==> src/design/lvs_pkg.sv <==
// shared types, codes and constants for the lucas v sequence unit
`default_nettype none

package lvs_pkg;

    localparam int WORD_W       = 64;
    localparam int HALF_W       = 32;
    localparam int EXP_IN_W     = 63;
    localparam int DEF_EXP_BITS = 63;
    localparam int NUM_LANES    = 8;

    localparam logic [WORD_W-1:0] WORD_ONE = 64'd1;
    localparam logic [WORD_W-1:0] WORD_TWO = 64'd2;
    localparam logic [WORD_W-1:0] NEG_TWO  = 64'hFFFF_FFFF_FFFF_FFFE;

    // 2x2 matrix, row major
    typedef struct packed {
        logic [WORD_W-1:0] a;
        logic [WORD_W-1:0] b;
        logic [WORD_W-1:0] c;
        logic [WORD_W-1:0] d;
    } mat_t;

    typedef enum logic [1:0] {
        OP_V2,
        OP_SQUARE,
        OP_ACCMUL,
        OP_FINAL
    } op_t;

    typedef enum logic [3:0] {
        S_IDLE,
        S_V2,
        S_ROUND,
        S_SQUARE,
        S_FINAL,
        S_WAIT1,
        S_WAIT2,
        S_DONE
    } state_t;

    typedef struct packed {
        logic load_item;
        logic issue;
        op_t  op;
        logic shift_e;
        logic load_out;
    } cmd_t;

    typedef struct packed {
        logic short_exp;
        logic e_zero;
        logic e_bit0;
        logic e_last;
    } stat_t;

endpackage

`default_nettype wire

==> src/design/lvs_ctrl.sv <==
// controller: sequences square-and-multiply steps and the output handshake
`default_nettype none

module lvs_ctrl (
    input  wire logic           clk,
    input  wire logic           rst_n,
    input  wire logic           in_valid,
    output logic                in_ready,
    output logic                out_valid,
    input  wire logic           out_ready,
    input  wire lvs_pkg::stat_t stat,
    output lvs_pkg::cmd_t       cmd
);
    import lvs_pkg::*;

    state_t state_reg, state_next;
    state_t ret_reg, ret_next;
    logic   out_valid_reg, out_valid_next;
    logic   out_free;

    assign out_free = !out_valid_reg || out_ready;

    always_ff @(posedge clk or negedge rst_n)
    begin
        if (!rst_n)
        begin
            state_reg     <= S_IDLE;
            ret_reg       <= S_IDLE;
            out_valid_reg <= 1'b0;
        end
        else
        begin
            state_reg     <= state_next;
            ret_reg       <= ret_next;
            out_valid_reg <= out_valid_next;
        end
    end

    // next state
    always_comb
    begin
        state_next     = state_reg;
        ret_next       = ret_reg;
        out_valid_next = out_valid_reg && !out_ready;
        case (state_reg)
            S_IDLE:
            begin
                if (in_valid)
                begin
                    state_next = S_V2;
                end
            end
            S_V2:
            begin
                state_next = S_WAIT1;
                ret_next   = stat.short_exp ? S_DONE : S_ROUND;
            end
            S_ROUND:
            begin
                if (stat.e_zero)
                begin
                    state_next = S_FINAL;
                end
                else if (stat.e_bit0)
                begin
                    state_next = S_WAIT1;
                    ret_next   = S_SQUARE;
                end
                else
                begin
                    state_next = S_SQUARE;
                end
            end
            S_SQUARE:
            begin
                if (stat.e_last)
                begin
                    state_next = S_FINAL;
                end
                else
                begin
                    state_next = S_WAIT1;
                    ret_next   = S_ROUND;
                end
            end
            S_FINAL:
            begin
                state_next = S_WAIT1;
                ret_next   = S_DONE;
            end
            S_WAIT1:
            begin
                state_next = S_WAIT2;
            end
            S_WAIT2:
            begin
                state_next = ret_reg;
            end
            S_DONE:
            begin
                if (out_free)
                begin
                    state_next     = S_IDLE;
                    out_valid_next = 1'b1;
                end
            end
            default:
            begin
                state_next = S_IDLE;
            end
        endcase
    end

    // outputs
    always_comb
    begin
        cmd       = '{load_item: 1'b0, issue: 1'b0, op: OP_V2, shift_e: 1'b0, load_out: 1'b0};
        in_ready  = 1'b0;
        out_valid = out_valid_reg;
        case (state_reg)
            S_IDLE:
            begin
                in_ready      = 1'b1;
                cmd.load_item = in_valid;
            end
            S_V2:
            begin
                cmd.issue = 1'b1;
                cmd.op    = OP_V2;
            end
            S_ROUND:
            begin
                cmd.op    = OP_ACCMUL;
                cmd.issue = !stat.e_zero && stat.e_bit0;
            end
            S_SQUARE:
            begin
                cmd.op      = OP_SQUARE;
                cmd.issue   = !stat.e_last;
                cmd.shift_e = 1'b1;
            end
            S_FINAL:
            begin
                cmd.issue = 1'b1;
                cmd.op    = OP_FINAL;
            end
            S_DONE:
            begin
                cmd.load_out = out_free;
            end
            default:
            begin
                in_ready = 1'b0;
            end
        endcase
    end

endmodule

`default_nettype wire
==> config.mk <==
export PLATFORM = sky130hd
export DESIGN_NAME = lvs_ctrl
export DESIGN_NICKNAME = d
export VERILOG_FILES = /design/src/design/lvs_pkg.sv /design/src/design/lvs_ctrl.sv
export SDC_FILE = /design/constraint.sdc
export NUM_CORES = 1
export LEC_CHECK = 0
export BUFFER_PORTS_ARGS = -buffer_cell sky130_fd_sc_hd__buf_2
export CORE_AREA = 2 2 39 41
export DETAILED_ROUTE_END_ITERATION = 8
export DIE_AREA = 0 0 41 43
export PLACE_DENSITY = 0.61
export SLEW_MARGIN = 20
export SYNTH_ARGS = -nofsm -noshare
export SYNTH_HDL_FRONTEND = slang
export SYNTH_SLANG_ARGS = --single-unit
==> constraint.sdc <==
create_clock -name clk -period 1.2 [get_ports clk]
set_input_delay 0.18 -clock clk [delete_from_list [all_inputs] [get_ports clk]]
set_output_delay 0.18 -clock clk [all_outputs]
set_load 0.05 [all_outputs]
# Yosys cells after proc, flatten, opt, wreduce, memory -nomap -nowiden
# Index checks and enable logic that the tools add are counted.
[word_totals] ff_bits=9 inputBits=8 output_inout_bits=8 wordCells=45
[classes] n_eq_ne=12 muxes=18 reduce_logical=12
[ops] operator="$pmux W4 S7" n=1
[ops] operator="$mux W4" n=5
[ops] operator="$eq A4 B3 Y1 const B" n=4
[ops] operator="$pmux W4 S4" n=1
[ops] operator="$pmux W3 S4" n=1
[ops] operator="$ne A2 B2 Y1 const B" n=5
[ops] operator="$mux W3" n=3
[ops] operator="$eq A4 B2 Y1 const B" n=2
[ops] operator="$mux W1" n=7
[ops] operator="$eq A4 B1 Y1 const B" n=1
[ops] operator="$logic_not A1 Y1" n=4
[ops] operator="$logic_not A4 Y1" n=1
[ops] operator="$reduce_and A4 Y1" n=1
[ops] operator="$reduce_bool A4 Y1" n=1
[ops] operator="$logic_and A1 B1 Y1" n=2
[ops] operator="$reduce_and A2 Y1" n=1
[ops] operator="$reduce_or A2 Y1" n=1
[ops] operator="$logic_or A1 B1 Y1" n=1

# Logic depth before layout (Yosys ltp)
# Gate-level depths: netlist of run 1.
[logic_depth] word_depth=4 depth_mapped=4 ltp_nobuf=3

# Least setup slack after synthesis of run 1
# OpenSTA, ideal clock, no wires.
[synth_path] path_kind="register to output" startpoint="register state_reg[0]" endpoint="output port cmd[5] in the netlist's numbering" t_arrival_ps=2229 required_time_ps=1020 setup_slack_ps=-1209 stages_incl_launch_ff=4 n_path_buf=1 path_cell_list="dfrtp_1 -> buf_4 -> nor3_1 -> and2_1"
[synth_lines] item="start, declared" line_no="lvs_ctrl.sv:16" source="state_t state_reg, state_next;"
[synth_lines] item="start signal, assigned" line_no="lvs_ctrl.sv:33" source="state_reg <= state_next;"
[synth_lines] item="end, declared" line_no="lvs_ctrl.sv:12" source="output lvs_pkg::cmd_t cmd"

==> metrics.txt, run 1 <==
status=finished with violations; post-synthesis sequential area ratio=33.8%; share of cells above drive strength 1=63.4%; RSZ-0062 raised after global routing=true; setup ws final=-0.334 ns; R2R setup slack=-0.24 ns; Rel. slew slack=79.3%; initial antenna violation count=0; max-cap viol count=0; final number of setup-violating endpoints=12; Unique masters post-synth=33; CP Cell Sequence=buf_12 > nor3_4 > and2_4 > buf_8; Peak VDD IR=1.69 mV; final worst path period share=128%; Syn Std Cell Area=518 um2; vias after detailed routing=559; nets=102; Die Y=43 um; drt initial violations=7; antenna viol nets, final=0; critical path required time=1.02 ns; Core Footprint=0.00138 mm2; leading cell type in the layout, fill and taps excluded=buf_4; post-layout min period=1.53 ns; critical path class=register to output port; Mapped Cells=57; post-synth net total=65; gpl congestion=0.807; clk slew on worst S/H paths=0.05 ns; ant diodes=0; DP Wirelength=923 um; Pre-Repair DR Iteration Count=4; first-pass GRT wire length=2.22 mm; Tot Pwr=2.87 mW; CTS Buf Count=3; synthesis-to-layout area growth=83.1%; drt wl/cell=14.1 um; Worst Setup End Kind=output port; # fillers=102; failing checks=setup timing; DRC=0; skew final=0.00356 ns; Top Ports=16; number of synthesized register bits=7; CP max-delay cell=dfrtp_2; Worst Path Buf+Inv=2; delay-heaviest family, CP=flip-flops; Congestion Overflow GR=0; clk root buf=clkbuf_4; Yosys warning count=0; final hold violation count=0; Tightest Hold Check Type=input port to async pin; leakage=0.443 nW; H-tree levels=1; met2 Usage GRT=30.0%; critical path startpoint category=register; Max Buffers Root-to-Sink=2; die footprint=0.00176 mm2; via count of the first global-routing pass=532; Setup WS pre-CTS=-0.197 ns; Vias per Instance=5.13; Power per Cell Area=3020 mW/mm2; Peak Freq=652 MHz; met3 GRT Util=1.57%; slowest stage delay, CP=0.46 ns; initial core utilization=37.4%; CTS tree=yes; clock sink count=7; Tot GR Track Use=18.6%; drt total wl=1.54 mm; measured slew at the worst slew-check pin=0.307 ns; FP Rows=14; clk_lat worst skew=0.24 ns; largest net degree at the start of global routing=8; Crit Path Max Fanout=6; commonest cells after routing, fill and taps aside=buf_4, buf_2, buf_6; busiest grt layer=met2; routing usage on met1=24.9%; PortBufs=15; Die Span X=41 um; Pins Over Slew Limit=0; average footprint of a synthesized cell=9.09 um2; Worst Path Arrival=1.35 ns
==> where the power goes <==
group / switching, mW / internal (mW) / total (mW)
clock network: 0.0803 / 0.126 / 0.207
logic: 1.12 / 1.09 / 2.21
registers: 0.111 / 0.337 / 0.448
==> cell type report <==
type	count	area [um2]	area share, %
multi-input cells	44	390	41.2
repair buffers	35	320	33.8
flip-flops and latches	7	180	19.0
clock buffers	4	26.3	2.77
well taps	16	20.0	2.11
inverters	3	11.3	1.19
==> stage by stage <==
step                      instances  utilization [%]  TNS (ns)  hold WS (ns)  area, um2
after floorplan                  57                -    -0.978        -0.116        569
after global placement           95             52.0    -0.999        0.0216        719
after detailed placement         95             52.0     -1.03        0.0247        719
after CTS                       108             62.7     -2.16         0.263        868
after global routing            109             68.5     -3.11         0.308        948
final                           109             68.5     -2.47         0.293        948
==> logic make-up after synthesis <==
logic type             count (synthesis)  share of synthesized area [%]
XOR/XNOR                               1                           1.69
buffers and inverters                  6                           7.73
multiplexers                           2                           3.86
flip-flops                             7                           33.8
AO/OA/AOI/OAI                         15                           23.2
AND/OR/NAND/NOR                       26                           29.7
==> worst paths after layout <==
| kind | depth (start not counted) | end | start |
|---|---|---|---|
| max in group asynchronous | 2 | state_reg[1] | rst_n |
| hold / removal | 2 | state_reg[2] | rst_n |
| min in group clk | 3 | out_valid | out_ready |
| setup reg to reg | 5 | state_reg[0] | state_reg[2] |
| hold reg to reg | 1 | ret_reg[1] | ret_reg[1] |
| setup / recovery | 4 | cmd[5] | state_reg[2] |
==> cells in the mapped netlist <==
master / n / area (um2)
a32oi_1: 2 / 17.5
o32ai_1: 1 / 8.76
a21o_1: 1 / 7.51
and2b_2: 1 / 8.76
xnor2_1: 1 / 8.76
buf_4: 2 / 15.0
or3b_1: 1 / 8.76
o21a_1: 1 / 7.51
a21o_2: 1 / 8.76
mux2i_1: 2 / 20.0
dfrtp_1: 7 / 175
a31oi_1: 1 / 6.26
a31o_2: 1 / 8.76
nor3b_1: 1 / 7.51
and4bb_1: 1 / 12.5
o31ai_1: 1 / 7.51
nand3_1: 1 / 5.00
nand2_1: 6 / 22.5
a21boi_1: 2 / 15.0
and2_1: 1 / 6.26
a21oi_1: 2 / 10.0
nor2_1: 4 / 15.0
or2b_1: 1 / 7.51
nor4_1: 1 / 6.26
nand3b_1: 1 / 7.51
nor3_1: 2 / 10.0
nor2b_1: 1 / 6.26
or2b_2: 1 / 8.76
and2b_1: 2 / 15.0
o21bai_2: 2 / 22.5
inv_1: 3 / 11.3
nand2b_1: 1 / 6.26
clkbuf_8: 1 / 13.8
==> layer usage <==
layer,vias up,wire [um]
met5,-,0
met4,0,20
met3,2,39
met2,16,784
met1,266,695
li1,275,-
==> repair_timing <==
action,4_1_cts,5_1_grt
buffers inserted,8,1
endpoints found under the hold margin,7,0
pin swaps,6,3
hold buffers,1,0
gates resized for setup,18,13
endpoints found under the setup margin,11,13
(Power assumes the default switching activity.)
==> run 2: changes to the inputs <==
--- a/config.mk
+++ b/config.mk
@@ -12,2 +12,3 @@
 export PLACE_DENSITY = 0.61
+export REMOVE_ABC_BUFFERS = 1
 export SLEW_MARGIN = 20
==> constraint.sdc (replaced) <==
create_clock -name clk -period 1.2 [get_ports clk]
set_input_delay 0.24 -clock clk [delete_from_list [all_inputs] [get_ports clk]]
set_output_delay 0.24 -clock clk [all_outputs]
set_load 0.05 [all_outputs]
==> run 2 against run 1 <==
Against the previous run:
- the flow still finishes with violations (setup timing)
- total power down 12%
- sequential share of layout area rose by 1.1 points
- hold slack improved by 0.044 ns
- sequential power about the same
- global-route usage is 1.4 points lower
- wire length decreased by 17%
- clock power shrank 2%
- fmax increased by 0.30%
- combinational power shrank 15%
- critical endpoint unchanged
==> metrics.txt, run 2 (synthesized netlist as in run 1, its figures left out) <==
Top Ports=16 (unchanged); met3 GRT Util=1.57% (unchanged); clock sink count=7 (unchanged); drt total wl=1.27 mm (was 1.54 mm); commonest cells after routing, fill and taps aside=buf_4, buf_2, buf_6 (unchanged); RSZ-0062 raised after global routing=true (unchanged); drt initial violations=6 (was 7); first-pass GRT wire length=2.04 mm (was 2.22 mm); Crit. Startpoint=state_reg[0] (was state_reg[2]); routing usage on met1=19.7% (was 24.9%); die footprint=0.00176 mm2 (unchanged); Max Buffers Root-to-Sink=2 (unchanged); FP Rows=14 (unchanged); vias after detailed routing=541 (was 559); final design utilization=64.4% (was 68.5%); Core Footprint=0.00138 mm2 (unchanged); drt wl/cell=11.6 um (was 14.1 um); initial core utilization=37.4% (unchanged); Congestion Overflow GR=0 (unchanged); clk_lat worst skew=0.24 ns (about the same); critical path class=register to output port (unchanged); Crit Path Max Fanout=8 (was 6); critical path required time=0.96 ns (was 1.02 ns); measured slew at the worst slew-check pin=0.270 ns (was 0.307 ns); Worst setup endpoint=cmd[5] (unchanged); initial antenna violation count=0 (unchanged); Fin Hold WS=0.337 ns (was 0.293 ns); via count of the first global-routing pass=493 (was 532); Die Y=43 um (unchanged); Power per Cell Area=2840 mW/mm2 (was 3020 mW/mm2); # fillers=113 (was 102); final number of setup-violating endpoints=11 (was 12); critical path startpoint category=register (unchanged); final hold violation count=0 (unchanged); R2R setup slack=-0.17 ns (was -0.24 ns); R2R depth=4 (was 5); ant diodes=0 (unchanged); largest net degree at the start of global routing=9 (was 8); final worst path period share=127% (was 128%); DRC=0 (unchanged); Vias per Instance=4.92 (was 5.13); skew final=0.000274 ns (was 0.00356 ns); Peak Freq=654 MHz (was 652 MHz); fin cells=110 (was 109); Worst Setup End Kind=output port (unchanged); Die Span X=41 um (unchanged); Setup TNS Final=-2.34 ns (was -2.47 ns); gpl congestion=0.690 (was 0.807); max-cap viol count=0 (unchanged); H-tree levels=1 (unchanged); leading cell type in the layout, fill and taps excluded=buf_4 (unchanged); nets=103 (was 102); reg2reg start=state_reg[2] (unchanged); DP Wirelength=891 um (was 923 um); busiest grt layer=met2 (unchanged); Pins Over Slew Limit=0 (unchanged); design area=891 um2 (was 948 um2); share of cells above drive strength 1=59.6% (was 63.4%); setup ws final=-0.330 ns (was -0.334 ns); placed cell count=100 (was 95); Worst Path Arrival=1.29 ns (was 1.35 ns); status=finished with violations (unchanged); Rel. slew slack=81.9% (was 79.3%); antenna viol nets, final=0 (unchanged); synthesis-to-layout area growth=72.0% (was 83.1%); clk root buf=clkbuf_4 (unchanged); Tot GR Track Use=17.2% (was 18.6%); CTS Buf Count=3 (unchanged); Peak VDD IR=1.19 mV (was 1.69 mV); PortBufs=15 (unchanged); post-layout min period=1.53 ns (about the same); clk slew on worst S/H paths=0.05 ns (about the same); leakage=0.431 nW (was 0.443 nW); met2 Usage GRT=29.7% (was 30.0%); worst r2r dst=state_reg[0] (unchanged); Tightest Hold Check Type=input port to register (was input port to async pin); register area=179 um2 (was 180 um2); failing checks=setup timing (unchanged); multi-input logic area=353 um2 (was 390 um2); CTS tree=yes (unchanged); DP Area=697 um2 (was 719 um2); Pre-Repair DR Iteration Count=2 (was 4)
-- run 2: worst min path at each step --
stage | to | cells after the start | startpoint | slack (ns)
floorplan | out_valid | 0 | rst_n | -0.06
global placement | out_valid | 1 | rst_n | 0.07
detailed placement | out_valid | 1 | rst_n | 0.07
CTS | out_valid | 3 | out_ready | 0.33
global route | out_valid | 3 | out_ready | 0.36
finish | out_valid | 3 | out_ready | 0.34
-- run 2: area by class of cell --
class	count	share of cell area [%]
sequential	7	20.1
inverter	3	1.26
timing repair buffer	36	33.8
multi-input combinational	44	39.6
tap	16	2.25
clock buffer	4	2.95
-- run 2: layer usage --
| metal | vias to the layer above | wire length [um] | share of wire [%] |
|---|---|---|---|
| met5 | - | 0 | 0 |
| met4 | 0 | 0 | 0 |
| met3 | 0 | 47 | 3.7 |
| met2 | 10 | 670 | 53 |
| met1 | 253 | 553 | 44 |
| li1 | 278 | - | - |
-- run 2: timing repair --
| action | in CTS | in global routing |
|---|---|---|
| setup endpoints to repair | 11 | 12 |
| setup buffers | 5 | 1 |
| hold endpoints to repair | 7 | 0 |
| gates resized for setup | 27 | 10 |
| hold buffers | 1 | 0 |
| pin swaps | 7 | 2 |
-- run 2: worst max-delay path: stages, from the launching register on --
cell     delay [ns]
dfrtp_2        0.44
buf_4          0.18
nor3_4         0.12
and2_4         0.17
buf_8          0.13
-- run 2: report_power, final --
part / internal [mW] / switching [mW]
clock network: 0.126 / 0.0762
logic: 0.898 / 0.978
registers: 0.335 / 0.117
total: 1.36 / 1.17
-- run 2: through the flow --
stage | total power [mW] | setup slack [ns]
final | 2.53 | -0.330
after global routing | 2.69 | -0.380
after CTS | 2.43 | -0.337
after detailed placement | 1.89 | -0.220
after global placement | 1.90 | -0.238
after floorplan | 1.38 | -1.28
==> run 3: changes to the inputs <==
- RECOVER_POWER: unset -> 100
==> run 3 against run 2 <==
Against the previous run:
- the run still ends with setup timing left
- cell area is 0.14% lower
- first-iteration DRC count stayed put
- combinational power hardly changed
- largest cell class unchanged
- largest power group unchanged
==> metrics.txt, run 3 (synthesized netlist as in run 1, its figures left out) <==
synthesis-to-layout area growth=71.7% (was 72.0%); via count of the first global-routing pass=493 (unchanged); RSZ-0062 raised after global routing=true (unchanged); Peak Freq=654 MHz (unchanged); ant diodes=0 (unchanged); Pre-Repair DR Iteration Count=2 (unchanged); DP Wirelength=891 um (unchanged); Tightest Hold Check Type=input port to register (unchanged); commonest cells after routing, fill and taps aside=buf_4, buf_6, buf_2 (was buf_4, buf_2, buf_6); failing checks=setup timing (unchanged); clk_lat worst skew=0.24 ns (about the same); critical path class=register to output port (unchanged); die footprint=0.00176 mm2 (unchanged); DRC=0 (unchanged); DP Area=697 um2 (unchanged); PortBufs=15 (unchanged); hold depth=3 (unchanged); drt wl/cell=11.6 um (unchanged); final hold violation count=0 (unchanged); R2R setup slack=-0.17 ns (about the same); Max Buffers Root-to-Sink=2 (unchanged); drt total wl=1.27 mm (unchanged); antenna viol nets, final=0 (unchanged); Crit Path Max Fanout=8 (unchanged); Worst Path Arrival=1.29 ns (about the same); design area=890 um2 (was 891 um2); critical path startpoint category=register (unchanged); final number of setup-violating endpoints=11 (unchanged); Top Ports=16 (unchanged); slowest stage delay, CP=0.44 ns (about the same); FP Rows=14 (unchanged); Die Y=43 um (unchanged); final worst path period share=127% (unchanged); largest net degree at the start of global routing=9 (unchanged); drt initial violations=6 (unchanged); share of cells above drive strength 1=58.5% (was 59.6%); R2R depth=4 (unchanged); Peak VDD IR=1.19 mV (about the same); worst r2r dst=state_reg[0] (unchanged); setup ws final=-0.330 ns (unchanged); CTS tree=yes (unchanged); Die Span X=41 um (unchanged); H-tree levels=1 (unchanged); Rel. slew slack=77.7% (was 81.9%); leakage=0.428 nW (was 0.431 nW); Tot GR Track Use=17.2% (unchanged); CP Cell Sequence=buf_4 > nor3_4 > and2_4 > buf_8 (unchanged); Core Footprint=0.00138 mm2 (unchanged); Worst Setup End Kind=output port (unchanged); Vias per Instance=4.92 (unchanged); skew final=0.000274 ns (unchanged); post-layout min period=1.53 ns (unchanged); first-pass GRT wire length=2.04 mm (unchanged); measured slew at the worst slew-check pin=0.335 ns (was 0.270 ns); # fillers=114 (was 113); Setup TNS Final=-2.34 ns (about the same); Pins Over Slew Limit=0 (unchanged); CTS Buf Count=3 (unchanged); CP max-delay cell=dfrtp_2 (unchanged); vias after detailed routing=541 (unchanged); hold endpoint=out_valid (unchanged); Hold Startpoint=out_ready (unchanged); register area=179 um2 (unchanged); Power per Cell Area=2840 mW/mm2 (about the same); initial core utilization=37.4% (unchanged); multi-input logic area=353 um2 (unchanged); nets=103 (unchanged); clk slew on worst S/H paths=0.05 ns (about the same); max-cap viol count=0 (unchanged); critical path required time=0.96 ns (about the same); clock sink count=7 (unchanged); Congestion Overflow GR=0 (unchanged); reg2reg start=state_reg[2] (unchanged); status=finished with violations (unchanged); initial antenna violation count=0 (unchanged); clk root buf=clkbuf_4 (unchanged); leading cell type in the layout, fill and taps excluded=buf_4 (unchanged); gpl congestion=0.690 (unchanged)
-- run 3: cell type report --
class                           count  share of cell area (%)
Clock buffer                        4                    2.95
Inverter                            3                    1.27
Multi-Input combinational cell     44                    39.7
Sequential cell                     7                    20.1
Tap cell                           16                    2.25
Timing Repair Buffer               36                    33.8
-- run 3: per-layer routing --
metal	global-route usage, %	up-vias	wire length [um]
met5	0	-	0
met4	8.00	0	0
met3	1.57	0	47
met2	29.7	10	670
met1	19.7	253	552
li1	-	278	-
-- run 3: through the flow --
stage / std cells / hold WS [ns] / util (%) / power [mW] / setup WS, ns
3_5_place_dp: 100 / 0.0723 / 50.4 / 1.89 / -0.220
2_1_floorplan: 54 / -0.0556 / - / 1.38 / -1.28
3_3_place_gp: 100 / 0.0717 / 50.4 / 1.90 / -0.238
5_1_grt: 110 / 0.362 / 64.3 / 2.69 / -0.380
4_1_cts: 109 / 0.327 / 61.2 / 2.43 / -0.337
6_report: 110 / 0.337 / 64.3 / 2.53 / -0.330
-- run 3: what timing repair did --
action | CTS | global route
gates resized for setup | 27 | 10
buffers inserted | 5 | 1
gates cloned | 0 | 0
setup endpoints to repair | 11 | 12
hold endpoints to repair | 7 | 0
pin swaps | 7 | 2
hold buffers | 1 | 0
-- run 3: worst max-delay path, delay by kind of cell (launching register included) --
| family | cells | cell delay [ns] |
|---|---|---|
| DFF | 1 | 0.44 |
| buffers and inverters | 2 | 0.31 |
| and+or+nand+nor | 2 | 0.29 |
-- run 3: worst max-delay path by stage --
| stage | start | endpoint | depth (start not counted) |
|---|---|---|---|
| 2_1_floorplan | state_reg[1] | cmd[5] | 2 |
| 3_3_place_gp | state_reg[0] | cmd[5] | 4 |
| 3_5_place_dp | state_reg[2] | cmd[4] | 4 |
| 4_1_cts | state_reg[0] | cmd[4] | 4 |
| 5_1_grt | state_reg[0] | cmd[5] | 4 |
| 6_report | state_reg[0] | cmd[5] | 4 |
-- run 3: power breakdown --
| part | switching (mW) | internal (mW) | total [mW] | leakage [nW] |
|---|---|---|---|---|
| combinational | 0.978 | 0.897 | 1.88 | 0.340 |
| sequential | 0.117 | 0.335 | 0.452 | 0.0722 |
| clock | 0.0762 | 0.126 | 0.202 | 0.0150 |
